<file path="config.mk">
export PLATFORM = sky130hd
export DESIGN_NAME = bse_front
export DESIGN_NICKNAME = d
export VERILOG_FILES = /design/src/bse_pkg.sv /design/src/bse_front.sv
export SDC_FILE = /design/constraint.sdc
export NUM_CORES = 1
export LEC_CHECK = 0
export BUFFER_PORTS_ARGS = -buffer_cell sky130_fd_sc_hd__buf_4
export CAP_MARGIN = 20
export CORE_MARGIN = 1
export CORE_UTILIZATION = 35
export DETAILED_ROUTE_END_ITERATION = 16
export PLACE_DENSITY = 0.84
export SKIP_LAST_GASP = 1
export SYNTH_ARGS = -nofsm -noshare
export SYNTH_HDL_FRONTEND = slang
export SYNTH_SLANG_ARGS = --single-unit
</file>
<file path="constraint.sdc">
create_clock -name vclk -period 9.3
set_clock_uncertainty 0.05 [all_clocks]
set_input_delay 0.93 -clock vclk [all_inputs]
set_output_delay 0.93 -clock vclk [all_outputs]
set_load 0.005 [all_outputs]
</file>
<file path="src/bse_pkg.sv">
// Shared types and constants of the binary search engine.
`timescale 1ns / 1ps
package bse_pkg;

  localparam int DEPTH_DEF  = 1024;
  localparam int DEPTH_MAX  = 65536;
  localparam int IDX_W      = 10;
  localparam int DATA_W     = 32;
  localparam int S_TDATA_W  = 64;
  localparam int M_TDATA_W  = 8;
  // Range pointers hold values up to the store depth itself.
  localparam int PTR_W      = $clog2(DEPTH_MAX) + 1;
  localparam int QUEUE_DEPTH = 2;

  localparam logic CMD_WRITE  = 1'b0;
  localparam logic CMD_SEARCH = 1'b1;

  // One classified item waiting for the search core.
  typedef struct packed {
    logic              is_write;
    logic              empty;
    logic [IDX_W-1:0]  index;
    logic [DATA_W-1:0] value;
    logic [PTR_W-1:0]  lo;
    logic [PTR_W-1:0]  ehi;   // exclusive end of range
    logic [PTR_W-1:0]  mid;   // first probe
  } entry_t;

endpackage

</file>
<file path="src/bse_front.sv">
// Front end: accept items, drop stray writes, set up the search range.
`timescale 1ns / 1ps
module bse_front #(
  parameter int Depth = bse_pkg::DEPTH_DEF
) (
  input  logic                          s_axis_tvalid_i,
  output logic                          s_axis_tready_o,
  // [9:0] index, [41:10] value, [51:42] low_bound, [61:52] high_bound
  input  logic [bse_pkg::S_TDATA_W-1:0] s_axis_tdata_i,
  // [0] cmd
  input  logic                          s_axis_tuser_i,
  input  logic                          full_i,
  output logic                          push_o,
  output bse_pkg::entry_t               entry_o
);
  import bse_pkg::*;

  localparam logic [PTR_W-1:0] DepthP = PTR_W'(Depth);
  localparam logic [PTR_W-1:0] LastP  = PTR_W'(Depth - 1);

  logic [IDX_W-1:0]  index;
  logic [DATA_W-1:0] value;
  logic [PTR_W-1:0]  idx_p, lo_p, hi_p, hi_sat, ehi, span;
  logic              is_write, in_range;

  assign index = s_axis_tdata_i[IDX_W-1:0];
  assign value = s_axis_tdata_i[IDX_W +: DATA_W];
  assign idx_p = PTR_W'(index);
  assign lo_p  = PTR_W'(s_axis_tdata_i[IDX_W + DATA_W +: IDX_W]);
  assign hi_p  = PTR_W'(s_axis_tdata_i[2*IDX_W + DATA_W +: IDX_W]);

  assign is_write = (s_axis_tuser_i == CMD_WRITE);
  assign in_range = (idx_p < DepthP);

  // Hold the range as [lo, ehi) so that it never goes below zero.
  assign hi_sat = (hi_p > LastP) ? LastP : hi_p;
  assign ehi    = hi_sat + 1'b1;
  assign span   = ehi - lo_p - 1'b1;

  always_comb begin
    entry_o.is_write = is_write;
    entry_o.empty    = (lo_p >= ehi);
    entry_o.index    = index;
    entry_o.value    = value;
    entry_o.lo       = lo_p;
    entry_o.ehi      = ehi;
    entry_o.mid      = lo_p + (span >> 1);
  end

  assign s_axis_tready_o = !full_i;
  // Drop a write beyond the store: accept it, queue nothing.
  assign push_o = s_axis_tvalid_i && !full_i && !(is_write && !in_range);

endmodule

</file>
[After elaboration in Yosys (flattened, before gate mapping)]
Cells that the tools add are included.
Storage, ports and cells
  input bits: 67
  logic and storage cells: 15
  register bits after elaboration: 0
  output and inout bits: 97
Cells by class
  $lt $le $gt $ge: 3
  multiplexer cells: 1
  bitwise operators: 1
  $add $sub $neg: 4
  reductions and logical operators: 6
Operator list (count)
  10-bit by 16-bit adder with 17-bit output: 1
  12-bit by 2-bit subtractor with 13-bit output, second input constant: 1
  11-bit by 10-bit subtractor with 12-bit output: 1
  10-bit by 1-bit adder with 11-bit output, second input constant: 1
  10-bit by 11-bit greater-or-equal comparator with 1-bit output: 1
  10-bit by 11-bit less-than comparator with 1-bit output, second input constant: 1
  10-bit > comparator, second input constant: 1
  10-bit 2-to-1 mux: 1
  1-bit logical AND: 3
  1-bit zero test: 3
  1-bit NOT: 1

[Longest topological paths before layout]
  depth after elaboration: 6
  depth in mapped cells: 19

[Worst setup path before layout]
No wires, ideal clock.
  path type: input port to output port
  start: input port s_axis_tdata_i[52] (netlist name)
  end: output port entry_o[11] (netlist name)
  slack: 3.931 ns
  cell stages on the path: 18
  required time: 8.320 ns
  arrival: 4.389 ns
  cell sequence: ha_1 -> inv_1 -> fa_1 -> nand2b_1 -> or4_4 -> a31oi_2 -> a21oi_1 -> a31o_2 -> a21oi_1 -> xnor2_1 -> ha_1 -> o21ai_0 -> o21ai_0 -> a31o_2 -> a21o_1 -> a21oi_1 -> nor2_1 -> xnor2_1
RTL lines
  from (decl): line bse_front.sv:9  | input logic [bse_pkg::S_TDATA_W-1:0] s_axis_tdata_i,
  to (decl): line bse_front.sv:14  | output bse_pkg::entry_t entry_o

==> impl_metrics.yaml <==
synthesis:
  avgSynthCellArea_um2: 7.22
  synth_area_leaders: "buf_4, ha_1, xnor2_1"
  yosysTopAreaCellShare: 0.254
  syn_inst: 270
  synth_warnings: 0
  ys_seq_area_frac: 0
  yosysUniqueCellTypes: 47
  yosysTopAreaCell: "buf_4"
  syn_area_um2: 1950
power:
  ir_worst_vdd_mv: 0.0364
  leakage_nw: 1.00
  p_per_area_nw_per_um2: 130
route:
  wl_per_cell_um: 11.8
  wl_um: 4090
  routed_via_density: 4.77
  vias: 1647
  ant_nets: 0
  drtIter0Drc: 32
  drc_errors: 0
  drt_pass1_iterations: 4
sta:
  final_max_slew_viol_count: 0
  fmax_mhz: 169
  finalCriticalPeriod_ps: 5920
  rsz0062_at_grt: "false"
  hold_viol: 0
  holdWs_ps: 1810
  tns_ps: 0
  final.period_utilization: 0.636
  setup_violations: 0
setup_path:
  crit_path_end_kind: "output port"
  cp-start-kind: "input pin"
  critPathMaxFanout: 6
  timing_worst_setup_path_type: "input pin to output port"
  cp.arrival_ps: 4940
  critPathRequiredTime_ps: 8320
floorplan:
  die-height_um: 76.6
  core_area_um2: 5240
  row_count: 26
  die_x_um: 76.6
  design.die.area_um2: 5870
  io_pins: 164
  start_util: 0.372
cells_and_area:
  layout_common_cells: "buf_4, nor2_1, ha_1"
  n_clock_buffer: 0
  diodes: 0
  final_common_cell: "buf_4"
  drive_gt1_frac: 0.284
  finalNetCount: 369
  final-seq-area_um2: 0
  fillCellCount: 550
  area_growth_pct: 5.20
  sequential_cell_total: 0
clock_tree:
  post_cts_buffers: 0
  cts_hold_buf: 0
  cts_resized: 0
grt:
  grt_antenna_before_repair: 0
  grt_usage: 0.142
  grt_overflow: 0
  grt_max_degree: 11
  grt_pass1_vias: 1635
  grt_pass1_wl_um: 7140
hold_path:
  hold_path_class: "input pin to output port"
place:
  portBuffers: 65
  gp_congestion: 0.820
  dp_hpwl_um: 3640
outcome:
  outcome: "completed"
job:
  max-cap-violations: 0
-- cell families after synthesis --
group	count (synthesis)	synth area share
other cells	1	0.00192
fa+ha+maj	25	0.168
buf+inv	89	0.299
compound gates	54	0.193
mux	2	0.0103
xor+xnor	33	0.152
simple gates	66	0.176
-- per-layer routing --
layer  global-route usage  vias up  share of wire
li1                     -      856              -
met1                0.176      723           0.45
met2                0.254       58           0.48
met3               0.0144       10          0.055
met4               0.0423        0          0.018
met5                    0        -              0
-- stage by stage --
step                      power [mW]  cells  instance area [µm²]  setup WS [ps]   util
after CTS                      0.270    345                 2050           3380  0.392
after detailed placement       0.269    345                 2050           3390  0.392
after global placement         0.262    345                 2050           3440  0.392
after floorplan                0.187    282                 1990           3930      -
final                          0.266    345                 2050           3380  0.392
after global routing           0.299    345                 2050           3010  0.392
-- where the power goes --
part,switching [mW],internal [mW]
registers,0,0
clock network,0,0
logic,0.128,0.138
-- area by class of cell --
cell class / instances / area (µm²) / share of cell area
well taps: 70 / 87.6 / 0.0427
multi-input cells: 193 / 1410 / 0.688
repair buffers: 65 / 488 / 0.238
inverters: 17 / 63.8 / 0.0311
-- critical path, cell delays in order --
cell      delay, ps
buf_4           140
ha_1            320
inv_1            70
fa_1            480
nand2b_1        220
or4_4           440
a31oi_2         240
a21oi_1          60
a31o_2          220
a21oi_1         150
xnor2_1          80
ha_1            330
o21ai_0         120
o21ai_0         260
a31o_2          200
a21o_1          130
a21oi_1          70
nor2_1          200
xnor2_1         150
buf_4           130
-- synth_stat cells, drive strengths merged, types with 2 or more instances --
| master | instances |
|---|---|
| a211oi | 3 |
| a31oi | 3 |
| inv | 17 |
| or3 | 3 |
| fa | 2 |
| nor4 | 2 |
| nand2 | 8 |
| xor2 | 11 |
| nor3 | 4 |
| nor2 | 24 |
| mux2i | 2 |
| and3 | 2 |
| or4 | 2 |
| and2 | 2 |
| or2 | 3 |
| nor2b | 2 |
| o21ai | 15 |
| o31ai | 4 |
| a31o | 2 |
| nand3 | 9 |
| o211ai | 2 |
| xnor2 | 22 |
| a21oi | 14 |
| buf | 67 |
| ha | 23 |
| nand2b | 2 |
| a21o | 4 |
| clkbuf | 5 |
-- final timing paths --
path	start	slack, ps	to	cells past startpoint
max	s_axis_tdata_i[52]	3380	entry_o[11]	20
min	s_axis_tdata_i[10]	1810	entry_o[51]	0
(Power assumes the default switching activity.)
