<file path="src/bse_pkg.sv">
// Shared types and constants of the binary search engine.
`timescale 1ns / 1ps
package bse_pkg;

  localparam int DEPTH_DEF  = 1024;
  localparam int DEPTH_MAX  = 65536;
  localparam int IDX_W      = 10;
  localparam int DATA_W     = 32;
  localparam int S_TDATA_W  = 64;
  localparam int M_TDATA_W  = 8;
  // Range pointers hold values up to the store depth itself.
  localparam int PTR_W      = $clog2(DEPTH_MAX) + 1;
  localparam int QUEUE_DEPTH = 2;

  localparam logic CMD_WRITE  = 1'b0;
  localparam logic CMD_SEARCH = 1'b1;

  // One classified item waiting for the search core.
  typedef struct packed {
    logic              is_write;
    logic              empty;
    logic [IDX_W-1:0]  index;
    logic [DATA_W-1:0] value;
    logic [PTR_W-1:0]  lo;
    logic [PTR_W-1:0]  ehi;   // exclusive end of range
    logic [PTR_W-1:0]  mid;   // first probe
  } entry_t;

endpackage

</file>
<file path="src/bse_back.sv">
// Search core: carry out writes and probe the store once per cycle.
`timescale 1ns / 1ps
module bse_back #(
  parameter int Depth = bse_pkg::DEPTH_DEF
) (
  input  logic                          clk_i,
  input  logic                          rst_ni,
  input  logic                          valid_i,
  input  bse_pkg::entry_t               entry_i,
  output logic                          pop_o,
  output logic                          ram_we_o,
  output logic [$clog2(Depth)-1:0]      ram_waddr_o,
  output logic [bse_pkg::DATA_W-1:0]    ram_wdata_o,
  output logic [$clog2(Depth)-1:0]      ram_raddr_o,
  input  logic [bse_pkg::DATA_W-1:0]    ram_rdata_i,
  output logic                          m_axis_tvalid_o,
  input  logic                          m_axis_tready_i,
  output logic                          found_o
);
  import bse_pkg::*;

  localparam int AddrW = $clog2(Depth);

  typedef enum logic [1:0] {
    ST_IDLE,
    ST_SEARCH,
    ST_DONE
  } state_e;

  state_e            state_q;
  logic [PTR_W-1:0]  lo_q, ehi_q, mid_q;
  logic [DATA_W-1:0] target_q;
  logic              res_q;
  logic              out_valid_q, out_found_q;

  logic              hit, above;
  logic [PTR_W-1:0]  lo_up, gt_mid, le_mid, next_mid, widx;
  logic              gt_empty, le_empty, next_empty;
  logic              load_out;

  // Both halves are prepared in parallel; the compare picks one.
  assign hit      = (ram_rdata_i == target_q);
  assign above    = ($signed(ram_rdata_i) > $signed(target_q));
  assign lo_up    = mid_q + 1'b1;
  assign gt_empty = (lo_q >= mid_q);
  assign le_empty = (lo_up >= ehi_q);
  assign gt_mid   = lo_q + ((mid_q - lo_q - 1'b1) >> 1);
  assign le_mid   = lo_up + ((ehi_q - lo_up - 1'b1) >> 1);
  assign next_mid   = above ? gt_mid : le_mid;
  assign next_empty = above ? gt_empty : le_empty;

  assign pop_o = (state_q == ST_IDLE) && valid_i;
  assign widx  = PTR_W'(entry_i.index);

  assign ram_we_o    = pop_o && entry_i.is_write;
  assign ram_waddr_o = widx[AddrW-1:0];
  assign ram_wdata_o = entry_i.value;
  assign ram_raddr_o = (state_q == ST_SEARCH) ? next_mid[AddrW-1:0] : entry_i.mid[AddrW-1:0];

  assign load_out = (state_q == ST_DONE) && (!out_valid_q || m_axis_tready_i);

  always_ff @(posedge clk_i or negedge rst_ni) begin
    if (!rst_ni) begin
      state_q     <= ST_IDLE;
      lo_q        <= '0;
      ehi_q       <= '0;
      mid_q       <= '0;
      target_q    <= '0;
      res_q       <= 1'b0;
      out_valid_q <= 1'b0;
      out_found_q <= 1'b0;
    end else begin
      if (load_out) begin
        out_valid_q <= 1'b1;
        out_found_q <= res_q;
      end else if (m_axis_tready_i) begin
        out_valid_q <= 1'b0;
      end
      unique case (state_q)
        ST_IDLE: begin
          if (pop_o && !entry_i.is_write) begin
            target_q <= entry_i.value;
            lo_q     <= entry_i.lo;
            ehi_q    <= entry_i.ehi;
            mid_q    <= entry_i.mid;
            res_q    <= 1'b0;
            state_q  <= entry_i.empty ? ST_DONE : ST_SEARCH;
          end
        end
        ST_SEARCH: begin
          if (hit) begin
            res_q   <= 1'b1;
            state_q <= ST_DONE;
          end else if (next_empty) begin
            state_q <= ST_DONE;
          end else begin
            if (above) begin
              ehi_q <= mid_q;
            end else begin
              lo_q <= lo_up;
            end
            mid_q <= next_mid;
          end
        end
        ST_DONE: begin
          // Hold the answer until the output register is free.
          if (load_out) begin
            state_q <= ST_IDLE;
          end
        end
        default: state_q <= ST_IDLE;
      endcase
    end
  end

  assign m_axis_tvalid_o = out_valid_q;
  assign found_o         = out_found_q;

endmodule

</file>
<file path="config.mk">
export PLATFORM = sky130hd
export DESIGN_NAME = bse_back
export DESIGN_NICKNAME = d
export VERILOG_FILES = /design/src/bse_pkg.sv /design/src/bse_back.sv
export SDC_FILE = /design/constraint.sdc
export NUM_CORES = 1
export LEC_CHECK = 0
export BUFFER_PORTS_ARGS = -buffer_cell sky130_fd_sc_hd__clkbuf_2
export CORE_MARGIN = 3
export CORE_UTILIZATION = 35
export CTS_CLUSTER_DIAMETER = 30
export DETAILED_ROUTE_END_ITERATION = 6
export GPL_ROUTABILITY_DRIVEN = 0
export GPL_TIMING_DRIVEN = 0
export HOLD_SLACK_MARGIN = 0.05
export PLACE_DENSITY = 0.63
export SLEW_MARGIN = 20
export SYNTH_ARGS = -nofsm -noshare
export SYNTH_HDL_FRONTEND = slang
export SYNTH_SLANG_ARGS = --single-unit
</file>
<file path="constraint.sdc">
create_clock -name clk_i -period 4.5 [get_ports clk_i]
set_input_delay 0.675 -clock clk_i [delete_from_list [all_inputs] [get_ports clk_i]]
set_output_delay 0.675 -clock clk_i [all_outputs]
set_load 0.005 [all_outputs]
</file>
Word level (Yosys, flattened, before mapping)
Index checks and enable logic that the tools add are counted.
Word-level totals
  register bits after elaboration: 88
  output and inout port bits: 56
Cells by class
  $add $sub $neg: 7
  $lt $le $gt $ge: 3
  equality and inequality tests: 11
  muxes and demuxes: 28
  reduce and logical (&&, ||, !) cells: 16
Operator list (count)
  2-to-1 mux 17 bit: 12
  case mux 17 bit (2 select lines): 3
  adder 17 x 16 -> 17 bit: 2
  greater-or-equal comparator 17 bit: 2
  subtractor 17 x 1 -> 17 bit, second input constant: 2
  subtractor 17 bit: 2
  equality test 32 bit: 1
  greater-than comparator 32 bit: 1
  adder 17 x 1 -> 17 bit, second input constant: 1
  != test 2 bit, second input constant: 6
  2-to-1 mux 10 bit: 1
  2-to-1 mux 2 bit: 5
  AND reduction 5 bit: 2
  case mux 2 bit (3 select lines): 1
  AND reduction 3 bit: 2
  2-to-1 mux 1 bit: 5
  logical AND 1 bit: 4
  AND reduction 4 bit: 1
  nonzero test 2 bit: 2
  != test 3 bit, second input constant: 1
  equality test 2 x 1 -> 1 bit, second input constant: 1
  equality test 2 bit, second input constant: 1
  logical NOT 1 bit: 2
  logical NOT 2 bit: 1
  other kinds (4): 4

Logic depth before layout (Yosys ltp)
Gate-level depths: netlist of run 1.
  word-level depth: 8
  gate-level depth with buffers: 24

Worst setup path after synthesis of run 1
OpenSTA, ideal clock, no wires.
  path type: register to register
  from: reg mid_q[0]
  to: reg mid_q[16]
  library setup time: 0.077 ns
  arrival: 4.601 ns
  data required time: 4.423 ns
  setup slack: -0.178 ns
  stages on the path, launching flop included: 22
  buffers on the path: 0
  path through: dfrtp_1 -> ha_1 -> and3_4 -> xnor2_2 -> inv_1 -> ha_1 -> and2_1 -> a222oi_1 -> o211ai_1 -> a211oi_1 -> o21ai_0 -> a21boi_0 -> o21ai_0 -> a21oi_1 -> xnor2_1 -> ha_1 -> and2_1 -> a221oi_1 -> nor2_1 -> o21ai_0 -> o2111ai_1 -> o21ai_1
On the way
  longest elaborated chain between the ends: 8
  elaborated cells on any way between the ends: 16
  those cells by class: 7 x add/sub; 2 x order compare; 1 x eq/ne; 5 x mux; 1 x reduce/logical
Ends and longest elaborated chain
  from (decl): line bse_back.sv:31  | logic [PTR_W-1:0] lo_q, ehi_q, mid_q;
  from (signal assigned): line bse_back.sv:85  | mid_q <= entry_i.mid;
  from (signal assigned): line bse_back.sv:102  | mid_q <= next_mid;
  adder 17 x 1 -> 17 bit: line bse_back.sv:44  | assign lo_up = mid_q + 1'b1;
  subtractor 17 bit: line bse_back.sv:48  | assign le_mid = lo_up + ((ehi_q - lo_up - 1'b1) >> 1);
  subtractor 17 x 1 -> 17 bit: line bse_back.sv:48
  adder 17 x 16 -> 17 bit: line bse_back.sv:48
  2-to-1 mux 17 bit: line bse_back.sv:49  | assign next_mid = above ? gt_mid : le_mid;
  2-to-1 mux 17 bit: line bse_back.sv:94  | end else if (next_empty) begin
  2-to-1 mux 17 bit: line bse_back.sv:91  | if (hit) begin
  case mux 17 bit (2 select lines): line bse_back.sv:79  | unique case (state_q)
Parallel ways exist; a longest one is shown, timed or not. The select of a mux whose other input is x is not followed.
A chain may end at the register's enable or synchronous reset.

Worst setup path in the final report of run 1
  from: reg mid_q[1]
  to: out ram_raddr_o[9]
On the way
  longest elaborated chain between the ends: 6
  elaborated cells on any way between the ends: 9
  those cells by class: 7 x add/sub; 2 x mux
Ends and longest elaborated chain
  adder 17 x 1 -> 17 bit: line bse_back.sv:44
  subtractor 17 bit: line bse_back.sv:48
  subtractor 17 x 1 -> 17 bit: line bse_back.sv:48
  adder 17 x 16 -> 17 bit: line bse_back.sv:48
  2-to-1 mux 17 bit *: line bse_back.sv:49
  2-to-1 mux 10 bit *: line bse_back.sv:58  | assign ram_raddr_o = (state_q == ST_SEARCH) ? next_mid[AddrW-1:0] : entry_i.mid[AddrW-1:0];
  to (decl): line bse_back.sv:14  | output logic [$clog2(Depth)-1:0] ram_raddr_o,
Every way passes the cells marked *; elsewhere a longest branch is shown, timed or not.

==> flow_summary.ini, run 1 <==
[worst_setup_path]
crit_required_ps = 3830
cp.depth = 17
crit_slowest_cell = dfrtp_2
r2r_cells = 23
crit_buf_inv = 2
startpoint_type = flip-flop
r2r-end = mid_q[15]$_DFFE_PN0P_
crit_path_end = ram_raddr_o[9]
path_class = reg2out
r2r-start = mid_q[1]$_DFFE_PN0P_
endpoint_kind = primary output
ff2ff_setup_slack_ps = -200
cpLargestDelayFamily = compound AO/OA/AOI/OAI gates
cpPeakStageDelay_ps = 460
cp_cell_sequence = ha_4 -> inv_4 -> fa_2 -> xor2_2 -> ha_1 -> a21o_1 -> a21o_1 -> a32oi_1 -> o21a_1 -> o21ai_2 -> maj3_2 -> a211o_1 -> a41oi_2 -> xnor2_1 -> mux2i_1 -> a21oi_2 -> clkbuf_2
crit_start = mid_q[1]$_DFFE_PN0P_
worst_ep_arrival_time_ps = 4260
path_max_fanout = 5
crit_path_frequent_cell = a21o_1

[cells_and_area]
multi_input_area_mm2 = 0.00661
nFillCells = 2525
regArea_mm2 = 0.00221
fin_area_mm2 = 0.0118
fin_nets = 1651
syn_to_final_growth_pct = 27.2
drive_gt1_frac = 0.293

[synthesis]
synthXorXnorAreaFrac = 0.0621
synth_seq_cells = 88
syn_nets = 1415
syn_area_per_cell_um2 = 7.94
netlist_area_mm2 = 0.00927
seq_area_frac_synth = 0.238
async_reset_ff_frac = 1.00
synth_ff_type = dfrtp_1
yosys.area_share.simple = 0.178
synth_compound_area_frac = 0.229
synth.distinct_cells = 82
yosys_warnings = 0
synthAdderAreaFrac = 0.163
synthCells = 1167
synth_top_family_by_area = compound AO/OA/AOI/OAI gates
muxShareOfSynthArea = 0.0314
synth_edf_count = 0

[floorplanning]
rows = 58
die_h_um = 169
ioPinCount = 187
initial_utilization = 0.362
fp.dieW_um = 169
die_area_mm2 = 0.0285
core_area_mm2 = 0.0256

[sta]
setup_viol = 18
hold_viol_final = 0
slew_violations = 0
fmax_ghz = 0.203
tightest_slew_ps = 722
fin_skew_ps = 15.2
period_share = 1.10
fin_ws_ps = -432
slew-limit-headroom = 0.515
rsz0062_at_grt = true
post-route-min-period_ps = 4930
fin_setup_tns_ps = -2100

[route]
totalWireLength_mm = 30.6
initialDrtViolationCount = 767
routedWlPerCell_um = 17.6
ant_nets = 0
vias_per_cell = 5.40
vias = 9383
dr.pass1.iters = 6
drc = 0

[clock_tree]
cts_tree = done
cts_hold_buf = 0
cts_made_buffers = 9
clkLatencyLatePin_ps = 360
clk_pin_slew_worst_paths_ps = 70
max-clock-path-buffers = 2
cts_sinks = 88
h-tree-depth = 3
root_buffer = clkbuf_16

[global_routing]
grt_pass1_wl_mm = 47.4
gr-total-overflow = 0
antenna_found_initial = 1
grt_usage = 0.208
grt_max_degree = 73
grt_pass1_vias = 8935

[run_status]
violations = negative setup slack
status = finished with violations

[flow_run]
cap_violations = 0

[place]
hpwlAfterDp_mm = 23.9
placed_cell_area_mm2 = 0.0106
io_buffers = 176

[hold_path]
min_path_type = in2async
-- flip-flops by register name (all words and copies together) (netlist names) --
register         flops
found_o              1
ehi_q               17
res_q                1
target_q            32
state_q              2
m_axis_tvalid_o      1
mid_q               17
lo_q                17
-- worst min-delay path by stage --
stage	from	end	slack [ps]	depth (start not counted)
floorplan	rst_ni	ehi_q[0]$_DFFE_PN0P_	380	0
global placement	found_o$_DFFE_PN0P_	found_o$_DFFE_PN0P_	470	2
detailed placement	found_o$_DFFE_PN0P_	found_o$_DFFE_PN0P_	480	2
CTS	rst_ni	target_q[24]$_DFFE_PN0P_	160	1
global route	rst_ni	target_q[24]$_DFFE_PN0P_	170	1
finish	rst_ni	target_q[24]$_DFFE_PN0P_	160	1
-- per-layer routing --
metal	global-route usage	wire length, um
met1	0.286	13700
met2	0.348	14600
met3	0.0206	1490
met4	0.0637	796
met5	0	0
-- metrics by stage --
stage                      util  hold WS, ps  worst slack (ps)  instances
after floorplan               -          379              16.3       1167
after global routing      0.460          166              -573       1739
after CTS                 0.452          165              -325       1728
final                     0.460          159              -432       1739
after global placement    0.413          470              -992       1673
after detailed placement  0.415          479             -1010       1674
-- layout make-up --
type / instances / area share
Inverter: 120 / 0.0386
Clock buffer: 10 / 0.0194
Sequential cell: 88 / 0.188
Buffer: 76 / 0.0395
Timing Repair Buffer: 229 / 0.111
Multi-Input combinational cell: 879 / 0.560
Tap cell: 330 / 0.0350
Clock inverter: 6 / 0.00785
Antenna cell: 1 / 0.000212
-- kinds of logic after synthesis --
kind of cell / after synthesis
flops: 88
compound gates: 322
mux: 28
xor+xnor: 61
fa+ha+maj: 119
simple gates: 349
buf+inv: 200
-- cells in the final DEF, fill, tap and decap left out, types with 6 or more instances in the layout --
cell type  Yosys  layout
xnor2_1       42      37
nor2b_1        9       9
and2_1        16      11
clkbuf_16      0       9
inv_1        119     113
mux2i_1       19      18
ha_4           0       8
o21ai_0       90      82
nand3_1       31      27
a21oi_1       57      41
and4_1         6       6
and3_1         8       8
nor4_1         8       6
o21ai_2        2       9
nand2b_1       9       9
o2111ai_1     17      17
ha_2           0       6
o21a_1         8       8
a21o_1        28      28
nor2_1        62      59
o21bai_1      13      13
o21ai_1        7       8
dfrtp_1       88      80
dfrtp_2        0       8
a21oi_2        2      18
clkbuf_1      33      25
a211oi_1       9       8
nor3_1        18      18
nand4_1       17      17
nand2_1      145     144
ha_1         113      99
o211ai_1      13      13
mux2_2         9       9
clkbuf_2       0     175
a31oi_1       26      24
xor2_1        15      14
buf_4         42      92
-- Yosys cell counts, types with 5 or more instances --
| cell | n | area share |
|---|---|---|
| nand4_1 | 17 | 0.011 |
| nor2_1 | 62 | 0.025 |
| nor4_1 | 8 | 0.0054 |
| ha_1 | 113 | 0.15 |
| and3_1 | 8 | 0.0054 |
| nand3_1 | 31 | 0.017 |
| o22ai_1 | 5 | 0.0034 |
| nand2b_1 | 9 | 0.0061 |
| dfrtp_1 | 88 | 0.24 |
| o21ai_1 | 7 | 0.0038 |
| and2_1 | 16 | 0.011 |
| inv_1 | 119 | 0.048 |
| clkbuf_1 | 33 | 0.013 |
| mux2i_1 | 19 | 0.021 |
| o211ai_1 | 13 | 0.011 |
| o21a_1 | 8 | 0.0065 |
| buf_4 | 42 | 0.034 |
| mux2_2 | 9 | 0.011 |
| o21bai_1 | 13 | 0.011 |
| nor3_1 | 18 | 0.0097 |
| o2111ai_1 | 17 | 0.016 |
| and4_1 | 6 | 0.0057 |
| nor2b_1 | 9 | 0.0061 |
| a211oi_1 | 9 | 0.0073 |
| a31oi_1 | 26 | 0.018 |
| o21ai_0 | 90 | 0.049 |
| nand2_1 | 145 | 0.059 |
| a21o_1 | 28 | 0.023 |
| xnor2_1 | 42 | 0.040 |
| a21oi_1 | 57 | 0.031 |
| xor2_1 | 15 | 0.014 |
-- repair_timing --
item,in CTS,in global routing
pin swaps,53,24
setup endpoints to repair,42,54
endpoints found under the hold margin,0,0
setup buffers,42,10
resized for setup,83,41
Power of run 1 is not shown: default switching activity piles up to over one toggle a cycle in this logic, so the estimate is an artifact.
==> inputs of run 2 (changes only) <==
CELL_PAD_IN_SITES_DETAIL_PLACEMENT = 1   (was unset)
CELL_PAD_IN_SITES_GLOBAL_PLACEMENT = 2   (was unset)
CORE_UTILIZATION = 30   (was 35)
PLACE_DENSITY = 0.85   (was 0.63)
==> flow_summary.ini, run 2 (same netlist as run 1, synthesis figures left out) <==
[run_status]
status = finished with violations
violations = negative setup slack

[cells_and_area]
fin_cells = 1806
fin_nets = 1659
syn_to_final_growth_pct = 31.2
drive_gt1_frac = 0.316
regMostFlops = target_q
layout.cells.most_common_list = clkbuf_2 (178), nand2_1 (144), inv_1 (114), ha_1 (97), buf_4 (96)
largest_reg_flops = 32
finalCoreUtilization = 0.405
final_common_cell = clkbuf_2
diodes = 0

[route]
routedWlPerCell_um = 19.7
totalWireLength_mm = 35.6
initialDrtViolationCount = 511
vias = 9479
vias_per_cell = 5.25
drc = 0
ant_nets = 0
dr.pass1.iters = 5

[clock_tree]
cts_hold_buf = 0
cts_tree = done
cts_sinks = 88
max-clock-path-buffers = 2
clkLatencyLatePin_ps = 360
root_buffer = clkbuf_16
cts_made_buffers = 9
clk_pin_slew_worst_paths_ps = 70
h-tree-depth = 3

[sta]
rsz0062_at_grt = true
post-route-min-period_ps = 4960
fmax_ghz = 0.202
fin_ws_ps = -457
period_share = 1.10
slew_violations = 0
tightest_slew_ps = 679
fin_hold_ws_ps = 144
slew-limit-headroom = 0.547
fin_setup_tns_ps = -2020
hold_viol_final = 0
fin_skew_ps = 9.90
setup_viol = 10

[global_routing]
use_met3 = 0.0182
gr-total-overflow = 0
grt_pass1_wl_mm = 53.9
grt_usage = 0.205
antenna_found_initial = 1
top_usage_layer = met2
use_met2 = 0.349
grt_pass1_vias = 9725
use_met1 = 0.279
grt_max_degree = 79

[worst_setup_path]
path_class = reg2out
r2r_cells = 23
cpLargestDelayFamily = compound AO/OA/AOI/OAI gates
r2r-end = mid_q[15]$_DFFE_PN0P_
startpoint_type = flip-flop
crit_slowest_cell = dfrtp_2
worst_ep_arrival_time_ps = 4280
path_max_fanout = 7
cp_cell_sequence = buf_4 -> and4_1 -> nand3_1 -> and2_4 -> inv_1 -> ha_4 -> nand2_1 -> o21ba_2 -> nor2_1 -> o311a_1 -> ha_1 -> a21o_1 -> a41oi_2 -> xnor2_2 -> mux2i_1 -> a21oi_2 -> buf_2
crit_buf_inv = 3
cpPeakStageDelay_ps = 420
r2r-start = mid_q[1]$_DFFE_PN0P_
ff2ff_setup_slack_ps = -250
crit_required_ps = 3830
endpoint_kind = primary output

[flow_run]
cap_violations = 0

[floorplanning]
core_area_mm2 = 0.0300
die_area_mm2 = 0.0330
rows = 63
initial_utilization = 0.309
ioPinCount = 187
die_h_um = 182
fp.dieW_um = 182

[place]
hpwlAfterDp_mm = 27.3
io_buffers = 176
dp.cells = 1734

[hold_path]
min_path_type = in2async
[run 2: changes by cell type in the layout (fill, tap and decap cells not counted), moves of 4 or more]
cell      previous run  this run
clkbuf_1            25        20
o21ai_0             82        75
xnor2_4              4         8
o21ai_1              8        13
buf_6                3         7
buf_4               92        96
xnor2_1             37        32
[run 2: worst max path at each step]
stage	start	to	slack, ps	cells after the start
floorplan	mid_q[0]$_DFFE_PN0P_	ram_raddr_o[9]	20	17
global placement	mid_q[0]$_DFFE_PN0P_	lo_q[6]$_DFFE_PN0P_	-1160	17
detailed placement	mid_q[0]$_DFFE_PN0P_	lo_q[6]$_DFFE_PN0P_	-1290	17
CTS	mid_q[0]$_DFFE_PN0P_	ram_raddr_o[9]	-380	17
global route	mid_q[0]$_DFFE_PN0P_	ram_raddr_o[9]	-650	17
finish	mid_q[0]$_DFFE_PN0P_	ram_raddr_o[9]	-460	17
[run 2: repair_timing]
| item | in CTS | in global routing |
|---|---|---|
| buffers inserted | 43 | 19 |
| pin swaps | 55 | 46 |
| setup endpoints to repair | 45 | 52 |
| resized for setup | 94 | 85 |
[run 2: final cells by class]
type | count | area (um^2)
repair buffers | 238 | 1410
flip-flops and latches | 88 | 2210
multi-input cells | 879 | 6840
well taps | 390 | 488
plain buffers | 75 | 464
inverters | 120 | 455
clock buffers | 10 | 229
clock inverters | 6 | 60.1
fillers | 3630 | 17900
[run 2: through the flow]
step | setup slack (ps) | area (um^2)
5_1_grt | -648 | 12200
4_1_cts | -378 | 11700
6_report | -457 | 12200
2_1_floorplan | 16.3 | 9290
3_3_place_gp | -1160 | 10700
3_5_place_dp | -1290 | 10700
[run 2: layer usage]
metal	vias up	share of wire
li1	4575	-
met5	-	0.00036
met1	4663	0.45
met2	187	0.49
met3	52	0.036
met4	2	0.024
Power of run 2 is left out for the same reason.
