[config.mk]
export PLATFORM = sky130hd
export DESIGN_NAME = bse_fifo
export DESIGN_NICKNAME = d
export VERILOG_FILES = /design/src/bse_pkg.sv /design/src/bse_fifo.sv
export SDC_FILE = /design/constraint.sdc
export NUM_CORES = 1
export LEC_CHECK = 0
export ABC_CLOCK_PERIOD_IN_PS = 5100
export BUFFER_PORTS_ARGS = -buffer_cell sky130_fd_sc_hd__buf_4
export CAP_MARGIN = 10
export CORE_MARGIN = 2
export CORE_UTILIZATION = 40
export DETAILED_ROUTE_END_ITERATION = 6
export PLACE_DENSITY_LB_ADDON = 0.15
export SETUP_SLACK_MARGIN = 0.05
export SLEW_MARGIN = 0
export SYNTH_ARGS = -nofsm -noshare
export SYNTH_HDL_FRONTEND = slang
export SYNTH_SLANG_ARGS = --single-unit
[constraint.sdc]
create_clock -name clk_i -period 5.1 [get_ports clk_i]
set_input_delay 1.02 -clock clk_i [delete_from_list [all_inputs] [get_ports clk_i]]
set_output_delay 1.02 -clock clk_i [all_outputs]
set_load 0.01 [all_outputs]
[src/bse_pkg.sv]
// Shared types and constants of the binary search engine.
`timescale 1ns / 1ps
package bse_pkg;

  localparam int DEPTH_DEF  = 1024;
  localparam int DEPTH_MAX  = 65536;
  localparam int IDX_W      = 10;
  localparam int DATA_W     = 32;
  localparam int S_TDATA_W  = 64;
  localparam int M_TDATA_W  = 8;
  // Range pointers hold values up to the store depth itself.
  localparam int PTR_W      = $clog2(DEPTH_MAX) + 1;
  localparam int QUEUE_DEPTH = 2;

  localparam logic CMD_WRITE  = 1'b0;
  localparam logic CMD_SEARCH = 1'b1;

  // One classified item waiting for the search core.
  typedef struct packed {
    logic              is_write;
    logic              empty;
    logic [IDX_W-1:0]  index;
    logic [DATA_W-1:0] value;
    logic [PTR_W-1:0]  lo;
    logic [PTR_W-1:0]  ehi;   // exclusive end of range
    logic [PTR_W-1:0]  mid;   // first probe
  } entry_t;

endpackage

[src/bse_fifo.sv]
// Short queue of classified items between front end and search core.
`timescale 1ns / 1ps
module bse_fifo (
  input  logic            clk_i,
  input  logic            rst_ni,
  input  logic            push_i,
  input  bse_pkg::entry_t entry_i,
  output logic            full_o,
  input  logic            pop_i,
  output logic            valid_o,
  output bse_pkg::entry_t entry_o
);
  import bse_pkg::*;

  localparam int PtrW = $clog2(QUEUE_DEPTH);
  localparam int CntW = $clog2(QUEUE_DEPTH + 1);

  entry_t            slot_q [QUEUE_DEPTH];
  logic [PtrW-1:0]   wr_ptr_q, wr_ptr_d;
  logic [PtrW-1:0]   rd_ptr_q, rd_ptr_d;
  logic [CntW-1:0]   count_q, count_d;
  logic              do_push, do_pop;

  assign full_o  = (count_q == CntW'(QUEUE_DEPTH));
  assign valid_o = (count_q != '0);
  assign entry_o = slot_q[rd_ptr_q];
  assign do_push = push_i && !full_o;
  assign do_pop  = pop_i && valid_o;

  always_comb begin
    wr_ptr_d = wr_ptr_q;
    rd_ptr_d = rd_ptr_q;
    count_d  = count_q;
    if (do_push) begin
      wr_ptr_d = (wr_ptr_q == PtrW'(QUEUE_DEPTH - 1)) ? '0 : wr_ptr_q + 1'b1;
    end
    if (do_pop) begin
      rd_ptr_d = (rd_ptr_q == PtrW'(QUEUE_DEPTH - 1)) ? '0 : rd_ptr_q + 1'b1;
    end
    if (do_push && !do_pop) begin
      count_d = count_q + 1'b1;
    end else if (do_pop && !do_push) begin
      count_d = count_q - 1'b1;
    end
  end

  always_ff @(posedge clk_i or negedge rst_ni) begin
    if (!rst_ni) begin
      wr_ptr_q <= '0;
      rd_ptr_q <= '0;
      count_q  <= '0;
    end else begin
      wr_ptr_q <= wr_ptr_d;
      rd_ptr_q <= rd_ptr_d;
      count_q  <= count_d;
    end
  end

  always_ff @(posedge clk_i) begin
    if (do_push) begin
      slot_q[wr_ptr_q] <= entry_i;
    end
  end

endmodule

Yosys cells after proc, flatten, opt, wreduce, memory -nomap -nowiden --
Memories as Yosys holds them, arrays and structs flattened. Index checks and enable logic that the tools add are counted.
Cells by class: add/subtract/negate cells 4, equality and inequality tests 1, reductions and logical operators 9, multiplexer cells 6
Operator list (count):
- 1-bit logical AND | 4
- 1-bit two-way mux | 4
- 2-bit two-way mux | 2
- 2-bit nonzero test | 2
- 1-bit zero test | 3
- 1-bit adder (second input constant) | 2
- 2-bit by 1-bit adder with 2-bit output (second input constant) | 1
- 2-bit equality test (second input constant) | 1
- 2-bit by 1-bit subtractor with 2-bit output (second input constant) | 1
Word-level totals: word-level logic and storage cells 24, output and inout bits 97, input port bits 99, flip-flop bits (word level) 4, memories 1, memory bits (writable) 190
Memory list:
- slot_q | depth 2, bits a word 95, rd ports 1, clocked after Yosys merged registers in 0, wr ports 1, line bse_fifo.sv:18 | entry_t slot_q [QUEUE_DEPTH];

Longest topological paths before layout --
Gate-level depths: netlist of run 1.
depth in word-level cells 7, depth in mapped cells 7, depth with buffers taken out 7

Worst setup path after synthesis of run 1 --
No wires, ideal clock.
kind input to register, from input push_i, to memory slot_q[0][0] in the netlist's numbering (enable), data arrival time 5.065 ns, stages on the path 2, path slack -0.514 ns, data required time 4.551 ns, cell sequence nand2_1 > nor2_1
On the way: word-level cells in the longest chain between the ends 3
Ends and longest elaborated chain:
- start: declaration | line bse_fifo.sv:6 | input logic push_i,
- 1-bit logical AND | line bse_fifo.sv:27 | assign do_push = push_i && !full_o;
- 1-bit two-way mux | line bse_fifo.sv:60 | if (do_push) begin
- 1-bit two-way mux (not written as such) | line bse_fifo.sv:61 | slot_q[wr_ptr_q] <= entry_i;
- end: declaration | line bse_fifo.sv:18
Every way passes these cells.

==> run_results.csv, run 1 <==
group,metric,value,unit
logic_synthesis,synth_top_cell_by_area,"edfxtp_1",
setup_path,worstPathRequired,4.08,ns
clock_tree,postCtsResizedCells,0,
sta,whs,0.3921,ns
placement,place_area,8940,µm²
sta,finalSetupViolations,0,
placement,gp_congestion,0.7212,
global_routing,grt_start_max_net_pins,76,
clock_tree,root_buffer,"clkbuf_16",
setup_path,crit_arrival,2.49,ns
sta,finClkSkew,0.008804,ns
power_and_ir_drop,power_switching,1.509,mW
global_routing,overflow,0,
finish,fin_area,9504,µm²
finish,nets,623,
clock_tree,insertion_delay,0.42,ns
global_routing,grt_pass1_wl,20900,µm
placement,io_buffers,195,
die,die_width,138.7,µm
power_and_ir_drop,power_frac_seq,0.441,
drt,viasPerCell,4.656,
logic_synthesis,synth_seq_cells,194,
sta,finalMaxSlewViolations,0,
die,start_util,0.4052,
die,die_y,138.7,µm
sta,worst_slew_pin_slew,1.086,ns
die,core-area,17900,µm²
logic_synthesis,async_reset_ff_frac,0.02062,
logic_synthesis,synth_area,7254,µm²
finish,drive_gt1_frac,0.6119,
setup_path,ff2ff_path_depth,3,
drt,vias,3562,
clock_tree,clk_pin_slew_worst_paths,0.06,ns
clock_tree,postCtsSetupBuffers,0,
clock_tree,cts_buffers,17,
logic_synthesis,netlist_instances,315,
sta,slew_headroom,0.2760,
finish,utilization,0.5309,
logic_synthesis,synth_top_area_frac,0.7865,
logic_synthesis,avgSynthCellArea,23.03,µm²
finish,fillers,1457,
power_and_ir_drop,leakage,3.658,nW
global_routing,antenna_found_initial,0,
clock_tree,htreeDepth,4,
die,pin_count,196,
min_path,holdCritPathClass,"in -> async",
global_routing,grt_usage,0.1433,
sta,period_needed,3.506,ns
setup_path,crit_fanout,52,
power_and_ir_drop,vdd_drop_max,0.2770,mV
logic_synthesis,syn-num-nets,415,
logic_synthesis,netlist_top_cells_count,"edfxtp_1 (190), mux2_2 (55), mux2_4 (40), buf_2 (5)",
drt,wire_per_inst,17.79,µm
clock_tree,cts_tree,"built",
setup_path,crit_type,"reg -> out",
sta,finalCritPeriodShare,0.6874,
sta,hold_viol,0,
die,rows,49,
setup_path,critPathCaptureType,"output port",
clock_tree,cts_num_sinks,194,
finish,antenna_cells,0,
sta,grt_setup_unrepaired,"no",
logic_synthesis,synth_cell_types,17,
finish,syn_to_final_growth,31.01,%
drt,wl,13610,µm
power_and_ir_drop,power.share.clock,0.237,
logic_synthesis,yosysMostFrequentCell,"edfxtp_1",
outcome,outcome,"finished, final reports clean",
power_and_ir_drop,intPower,3.854,mW
drt,drc,0,
sta,tns,0,ns
drt,ant_nets,0,
logic_synthesis,synth.area.top_cells,"edfxtp_1 (79%), mux2_2 (8.5%), mux2_4 (8.3%), dfrtp_1 (1.4%), buf_12 (1.1%)",
global_routing,grt_pass1_vias,3918,
drt,dr.pass1.iters,4,
logic_synthesis,synth_edf_count,190,
clock_tree,cts_hold_buf,0,
clock_tree,cts_buffer_depth,2,
power_and_ir_drop,swShare,0.2814,
placement,dp_hpwl,8995,µm
power_and_ir_drop,pwr-share-comb,0.322,
placement,dp.cells,733,
logic_synthesis,yosysSeqAreaShare,0.8003,
run,cap_violations,0,
sta,clock.fmax,285.2,MHz
setup_path,cp-start-kind,"flip-flop",
drt,drt_iter0_markers,220,
logic_synthesis,synth_ff_type,"edfxtp_1",
finish,fin_cells,765,
die,dieArea,19230,µm²
power_and_ir_drop,power_density,564.3,nW/µm²
logic_synthesis,yosys_warnings,0,
metal layers:
metal	up-vias	part of all wire	global-route usage
li1	1655	-	-
met5	-	0	0
met1	1742	0.43	0.1772
met2	150	0.46	0.2228
met4	0	0.017	0.05529
met3	15	0.092	0.06457
layout make-up:
class	count	area, µm²	area share
Multi-Input combinational cell	108	1323	0.1392
Clock inverter	15	138.9	0.01461
Timing Repair Buffer	200	1514	0.1593
Clock buffer	17	425.4	0.04476
Tap cell	229	286.5	0.03015
Sequential cell	194	5809	0.6112
Inverter	2	7.507	0.0007899
power groups by stage:
stage | clock network, mW | logic (mW) | registers [mW]
2_1_floorplan | 0 | 1.14 | 2.30
3_3_place_gp | 0 | 1.75 | 2.39
3_5_place_dp | 0 | 1.77 | 2.40
4_1_cts | 1.31 | 1.77 | 2.37
5_1_grt | 1.37 | 1.86 | 2.40
6_report | 1.27 | 1.73 | 2.36
logic make-up (layout without fill, tap and decap cells):
| kind of cell | Yosys count | count (layout) | synth area share |
|---|---|---|---|
| adders and majority gates | 1 | 1 | 0.001724 |
| muxes | 95 | 95 | 0.1682 |
| and+or+nand+nor | 7 | 7 | 0.004659 |
| xor gates and xnor gates | 5 | 5 | 0.006038 |
| DFF | 194 | 194 | 0.8003 |
| buffers and inverters | 13 | 234 | 0.01914 |
registers in the layout, summed over array words and instances, names as in the netlist:
name      count
count_q       2
slot_q      190
rd_ptr_q      1
wr_ptr_q      1
critical path, stage by stage (launching register included):
cell	delay, ns
dfrtp_4	0.96
buf_4	0.54
mux2_2	0.40
buf_4	0.14
final timing paths:
check / slack, ns / from / endpoint
setup / recovery: 1.59 / rd_ptr_q / entry_o[88]
hold / removal: 0.39 / rst_ni / count_q[1]
setup reg to reg: 2.76 / count_q[0] / slot_q[1][88]
hold reg to reg: 0.50 / count_q[1] / count_q[1]
max in group asynchronous: 4.59 / rst_ni / rd_ptr_q
min in group clk_i: 0.50 / count_q[1] / count_q[1]
metrics by stage:
step / total power, mW / setup slack [ns]
detailed placement: 4.169 / 1.962
floorplan: 3.440 / 1.084
CTS: 5.451 / 1.518
global placement: 4.134 / 2.019
global route: 5.634 / 1.430
finish: 5.363 / 1.594
cells in the final DEF, fill, tap and decap left out, types with 3 or more instances in the layout:
| cell | count |
|---|---|
| xnor2_1 | 3 |
| clkbuf_16 | 17 |
| mux2_4 | 40 |
| clkinv_2 | 5 |
| mux2_2 | 55 |
| dfrtp_1 | 3 |
| inv_6 | 3 |
| buf_4 | 199 |
| clkinv_1 | 3 |
| edfxtp_1 | 190 |
(Power assumes the default switching activity.)
==> inputs of run 2 (changes only) <==
- ABC_AREA: not set -> 1
- ABC_CLOCK_PERIOD_IN_PS: 5100 -> 3500
- clock period: 5.1 -> 3.5 ns (I/O delays scaled with it)
==> run 2 against run 1 <==
Area after synthesis fell by 1.5%. Critical path depth is 1 higher. Global-route usage is 1.2 points higher. Sequential power rose by 39%. Design area shrank 1.5%.
==> run_results.csv, run 2 <==
group,metric,value,unit
setup_path,endpoint,"entry_o[37]",
finish,layout_commonest_cell,"nand2_1",
sta,tns,0,ns
drt,drt_iter0_markers,203,
setup_path,startpoint,"rd_ptr_q",
setup_path,reg2reg_slack,1.47,ns
logic_synthesis,syn-num-nets,628,
clock_tree,postCtsSetupBuffers,0,
clock_tree,cts_buffer_depth,2,
clock_tree,cts_buffers,17,
logic_synthesis,avgSynthCellArea,13.53,µm²
clock_tree,clk_pin_slew_worst_paths,0.07,ns
global_routing,grt_usage,0.1556,
logic_synthesis,synth_edf_count,190,
die,pin_count,196,
setup_path,cp.depth,4,
die,die_y,137.6,µm
setup_path,crit_type,"reg -> out",
logic_synthesis,synth_top_cell_by_area,"edfxtp_1",
sta,period_needed,2.784,ns
logic_synthesis,yosys_warnings,0,
die,dieArea,18940,µm²
setup_path,worstPathRequired,2.80,ns
finish,final_cell_mix,"nand2_1 (296), buf_4 (199), edfxtp_1 (190)",
sta,worst_slew_pin_slew,1.032,ns
clock_tree,root_buffer,"clkbuf_16",
sta,whs,0.05755,ns
finish,regMostFlops,"slot_q",
setup_path,crit_fanout,96,
logic_synthesis,synth_area,7143,µm²
global_routing,use_met2,0.2562,
sta,hold_viol,0,
global_routing,grt_use_met3,0.06365,
power_and_ir_drop,vdd_drop_max,0.4673,mV
global_routing,antenna_found_initial,0,
finish,syn_to_final_growth,31.09,%
placement,pre_cts_ws,1.141,ns
global_routing,grt_pass1_vias,4326,
setup_path,crit_arrival,2.08,ns
sta,finClkSkew,0.007136,ns
clock_tree,postCtsResizedCells,0,
clock_tree,cts_hold_buf,0,
setup_path,worst_path_max_delay_cell,"inv_4",
min_path,holdCritPathClass,"in -> async",
sta,finalMaxSlewViolations,0,
setup_path,ff2ff_path_depth,6,
die,rows,48,
global_routing,grt_pass1_wl,21730,µm
finish,nets,826,
logic_synthesis,netlist_top_cells_count,"nand2_1 (296), edfxtp_1 (190), buf_2 (10), buf_4 (9), inv_1 (7)",
die,die_width,137.6,µm
setup_path,cp-start-kind,"flip-flop",
finish,antenna_cells,0,
sta,fin_ws,0.7163,ns
global_routing,grt_start_max_net_pins,97,
placement,gp_congestion,0.7554,
outcome,outcome,"finished, final reports clean",
die,start_util,0.4115,
finish,fin_cells,964,
die,core-area,17360,µm²
logic_synthesis,synth.area.top_cells,"edfxtp_1 (80%), nand2_1 (16%), dfrtp_1 (1.4%), buf_4 (0.95%), buf_2 (0.70%)",
setup_path,cp_common_cell,"nand2_1",
logic_synthesis,synth_seq_cells,194,
finish,drive_gt1_frac,0.3180,
setup_path,timing.rr.end,"slot_q[0][17]",
setup_path,critPathBufInv,2,
placement,dp.cells,932,
clock_tree,cts_tree,"built",
setup_path,path_cells,"inv_4, nand2_1, nand2_1, buf_4",
drt,viasPerCell,4.590,
drt,drc,0,
run,cap_violations,0,
clock_tree,cts_num_sinks,194,
setup_path,critPathCaptureType,"output port",
logic_synthesis,synth_ff_type,"edfxtp_1",
logic_synthesis,yosysSeqAreaShare,0.8128,
sta,slew_headroom,0.3122,
power_and_ir_drop,leakage,3.980,nW
sta,grt_setup_unrepaired,"no",
setup_path,regToRegStartpoint,"count_q[1]",
logic_synthesis,synth_cell_types,14,
drt,vias,4425,
sta,finalCritPeriodShare,0.7953,
logic_synthesis,async_reset_ff_frac,0.02062,
sta,clock.fmax,359.2,MHz
finish,top_regs,"slot_q (190), count_q (2)",
setup_path,cpLargestDelayFamily,"buffers and inverters",
logic_synthesis,yosysMostFrequentCell,"nand2_1",
logic_synthesis,synth_top_area_frac,0.7987,
power_and_ir_drop,power_density,832.4,nW/µm²
clock_tree,insertion_delay,0.43,ns
sta,finalSetupViolations,0,
setup_path,cpPeakStageDelay,0.70,ns
global_routing,use_met1,0.1846,
clock_tree,htreeDepth,4,
drt,dr.pass1.iters,4,
placement,io_buffers,195,
placement,dp_hpwl,9077,µm
logic_synthesis,netlist_instances,528,
global_routing,grt-busiest-layer,"met2",
global_routing,overflow,0,
finish,largest_reg_flops,190,
drt,wire_per_inst,15.17,µm
drt,wl,14620,µm
drt,ant_nets,0,
## run 2: cell types whose count changed after synthesis, sizes merged
cell / change
nand2b: -1
nand2: +294
nand4: +1
and3: -1
inv: +6
nand3: +2
xnor2: -2
or2: -1
mux2: -95
nor2: +1
o21ai: +1
buf: +10
xor2: -2
## run 2: cells by family after synthesis
| kind of cell | Yosys count | share of synthesized area |
|---|---|---|
| compound gates | 1 | 0.0007000 |
| xor+xnor | 1 | 0.001226 |
| fa+ha+maj | 1 | 0.001751 |
| buf+inv | 29 | 0.02417 |
| flops | 194 | 0.8128 |
| simple gates | 302 | 0.1594 |
## run 2: metrics by stage
step	power (mW)	util	area (µm²)
2_1_floorplan	4.803	-	7151
3_3_place_gp	6.080	0.5077	8812
3_5_place_dp	6.106	0.5077	8812
4_1_cts	7.923	0.5395	9364
5_1_grt	8.285	0.5395	9364
6_report	7.794	0.5395	9364
## run 2: final cells by class
cell class / instances / area (µm²)
Fill cell: 1513 / 7993
Sequential cell: 194 / 5809
Tap cell: 225 / 281.5
Multi-Input combinational cell: 305 / 1172
Clock buffer: 17 / 425.4
Inverter: 8 / 35.03
Timing Repair Buffer: 200 / 1514
Clock inverter: 15 / 126.4
## run 2: where the power goes
part	internal (mW)	switching, mW
clock network	0.931	0.867
registers	3.17	0.120
logic	1.08	1.62
total	5.18	2.61
## run 2: worst min-delay path by stage
stage                     slack [ns]         end       start
after floorplan                 0.40  count_q[0]      rst_ni
after global placement          0.45  count_q[1]  count_q[1]
after detailed placement        0.48  count_q[1]  count_q[1]
after CTS                       0.03  count_q[0]      rst_ni
after global routing            0.03    rd_ptr_q      rst_ni
final                           0.06  count_q[0]      rst_ni
## run 2: routing by layer
metal	vias to the layer above	wire length (µm)
met1	2085	5854
met2	155	7058
met4	0	186
met3	15	1521
met5	-	0
li1	2170	-
==> inputs of run 3 (changes only) <==
- ABC_CLOCK_PERIOD_IN_PS: 3500 -> 2410
- clock period: 3.5 -> 2.41 ns (I/O delays scaled with it)
==> run 3 against run 2 <==
Via count decreased by 0.77%. Clock skew decreased by 0.00092 ns. Clock-buffer cell count unchanged.
==> run_results.csv, run 3 (synthesized netlist as in run 2, its figures left out) <==
group,metric,value,unit
drt,wl,14540,µm
clock_tree,cts_num_sinks,194,
drt,drc,0,
finish,top_regs,"slot_q (190), count_q (2)",
min_path,holdCritPathClass,"in -> reg",
sta,slew_headroom,0.6685,
sta,worst_slew_pin_slew,0.4972,ns
outcome,outcome,"finished, final reports clean",
drt,vias,4391,
placement,dp_hpwl,9171,µm
clock_tree,cts_tree,"built",
sta,finalSetupViolations,0,
sta,tns,0,ns
global_routing,overflow,0,
sta,whs,0.2406,ns
die,core-area,17360,µm²
placement,pre_cts_ws,0.6304,ns
placement,dp.cells,934,
setup_path,crit_arrival,1.69,ns
sta,fin_ws,0.2372,ns
drt,dr.pass1.iters,6,
die,die_width,137.6,µm
power_and_ir_drop,vdd_drop_max,0.5082,mV
setup_path,worst_path_max_delay_cell,"dfrtp_4",
finish,final_cell_mix,"nand2_1 (296), buf_4 (195), edfxtp_1 (190)",
finish,fin_cells,967,
setup_path,cp_common_cell,"nand2_1",
clock_tree,postCtsResizedCells,0,
global_routing,antenna_found_initial,0,
die,dieArea,18940,µm²
global_routing,grt_pass1_vias,4370,
clock_tree,cts_buffer_depth,2,
run,cap_violations,0,
finish,drive_gt1_frac,0.3194,
setup_path,cpLargestDelayFamily,"buffers and inverters",
power_and_ir_drop,leakage,4.033,nW
clock_tree,cts_hold_buf,1,
finish,multi_input_area,1175,µm²
drt,ant_nets,0,
die,start_util,0.4115,
sta,finalMaxSlewViolations,0,
setup_path,worstPathRequired,1.93,ns
clock_tree,insertion_delay,0.42,ns
finish,layout_commonest_cell,"nand2_1",
setup_path,crit_fanout,40,
placement,io_buffers,195,
die,pin_count,196,
finish,nets,829,
setup_path,reg2reg_slack,0.70,ns
setup_path,cp-start-kind,"flip-flop",
setup_path,critPathCaptureType,"output port",
finish,regMostFlops,"slot_q",
global_routing,grt_pass1_wl,22030,µm
finish,fillers,1467,
finish,largest_reg_flops,190,
sta,hold_viol,0,
sta,grt_setup_unrepaired,"no",
die,die_y,137.6,µm
drt,viasPerCell,4.541,
sta,finalCritPeriodShare,0.9016,
clock_tree,cts_buffers,17,
die,rows,48,
sta,period_needed,2.173,ns
clock_tree,postCtsSetupBuffers,0,
sta,clock.fmax,460.2,MHz
power_and_ir_drop,power_density,1231,nW/µm²
finish,syn_to_final_growth,33.32,%
clock_tree,htreeDepth,4,
finish,antenna_cells,0,
setup_path,cpPeakStageDelay,0.50,ns
clock_tree,root_buffer,"clkbuf_16",
setup_path,crit_type,"reg -> out",
setup_path,critPathBufInv,3,
finish,regArea,5809,µm²
global_routing,grt_start_max_net_pins,97,
drt,drt_iter0_markers,237,
clock_tree,clk_pin_slew_worst_paths,0.07,ns
placement,gp_congestion,0.7249,
finish,utilization,0.5487,
global_routing,grt_usage,0.1572,
drt,wire_per_inst,15.04,µm
setup_path,path_cells,"inv_4, buf_12, nand2_1, nand2_1, buf_4",
sta,finClkSkew,0.006216,ns
-- run 3: cell types whose count changed in the layout (fill, tap and decap cells not counted), moves of 2 or more --
cell	previous run	this run
buf_12	1	7
buf_4	199	195
bufinv_16	0	3
clkinv_4	3	0
clkinvlp_4	3	5
-- run 3: area by class of cell --
type / instances / share of cell area
Sequential cell: 194 / 0.6100
Timing Repair Buffer: 203 / 0.1695
Multi-Input combinational cell: 305 / 0.1234
Clock buffer: 17 / 0.04467
Tap cell: 225 / 0.02956
Clock inverter: 15 / 0.01905
Inverter: 8 / 0.003810
-- run 3: report_power, final --
group / internal, mW / total, mW / switching (mW)
registers: 4.59 / 4.77 / 0.177
logic: 1.68 / 4.08 / 2.40
clock network: 1.65 / 2.87 / 1.22
total: 7.92 / 11.7 / 3.80
-- run 3: per-layer routing --
layer / up-vias / GRT usage / share of wire
li1: 2175 / - / -
met1: 2048 / 0.2001 / 0.43
met2: 155 / 0.2441 / 0.47
met3: 13 / 0.05813 / 0.091
met4: 0 / 0.06415 / 0.013
met5: - / 0 / 0
-- run 3: worst paths after layout --
| kind | start | endpoint | depth (start not counted) |
|---|---|---|---|
| setup / recovery | rd_ptr_q | entry_o[85] | 5 |
| hold / removal | entry_i[45] | slot_q[1][45] | 1 |
| setup reg to reg | count_q[1] | slot_q[0][68] | 6 |
| hold reg to reg | count_q[1] | count_q[1] | 2 |
| max in group asynchronous | rst_ni | rd_ptr_q | 2 |
| min in group asynchronous | rst_ni | count_q[0] | 2 |
-- run 3: through the flow --
step | power (mW) | cell area (µm²)
after floorplan | 6.969 | 7157
after global placement | 8.953 | 8906
after detailed placement | 9.030 | 8906
after CTS | 11.92 | 9523
after global routing | 12.47 | 9523
final | 11.72 | 9523
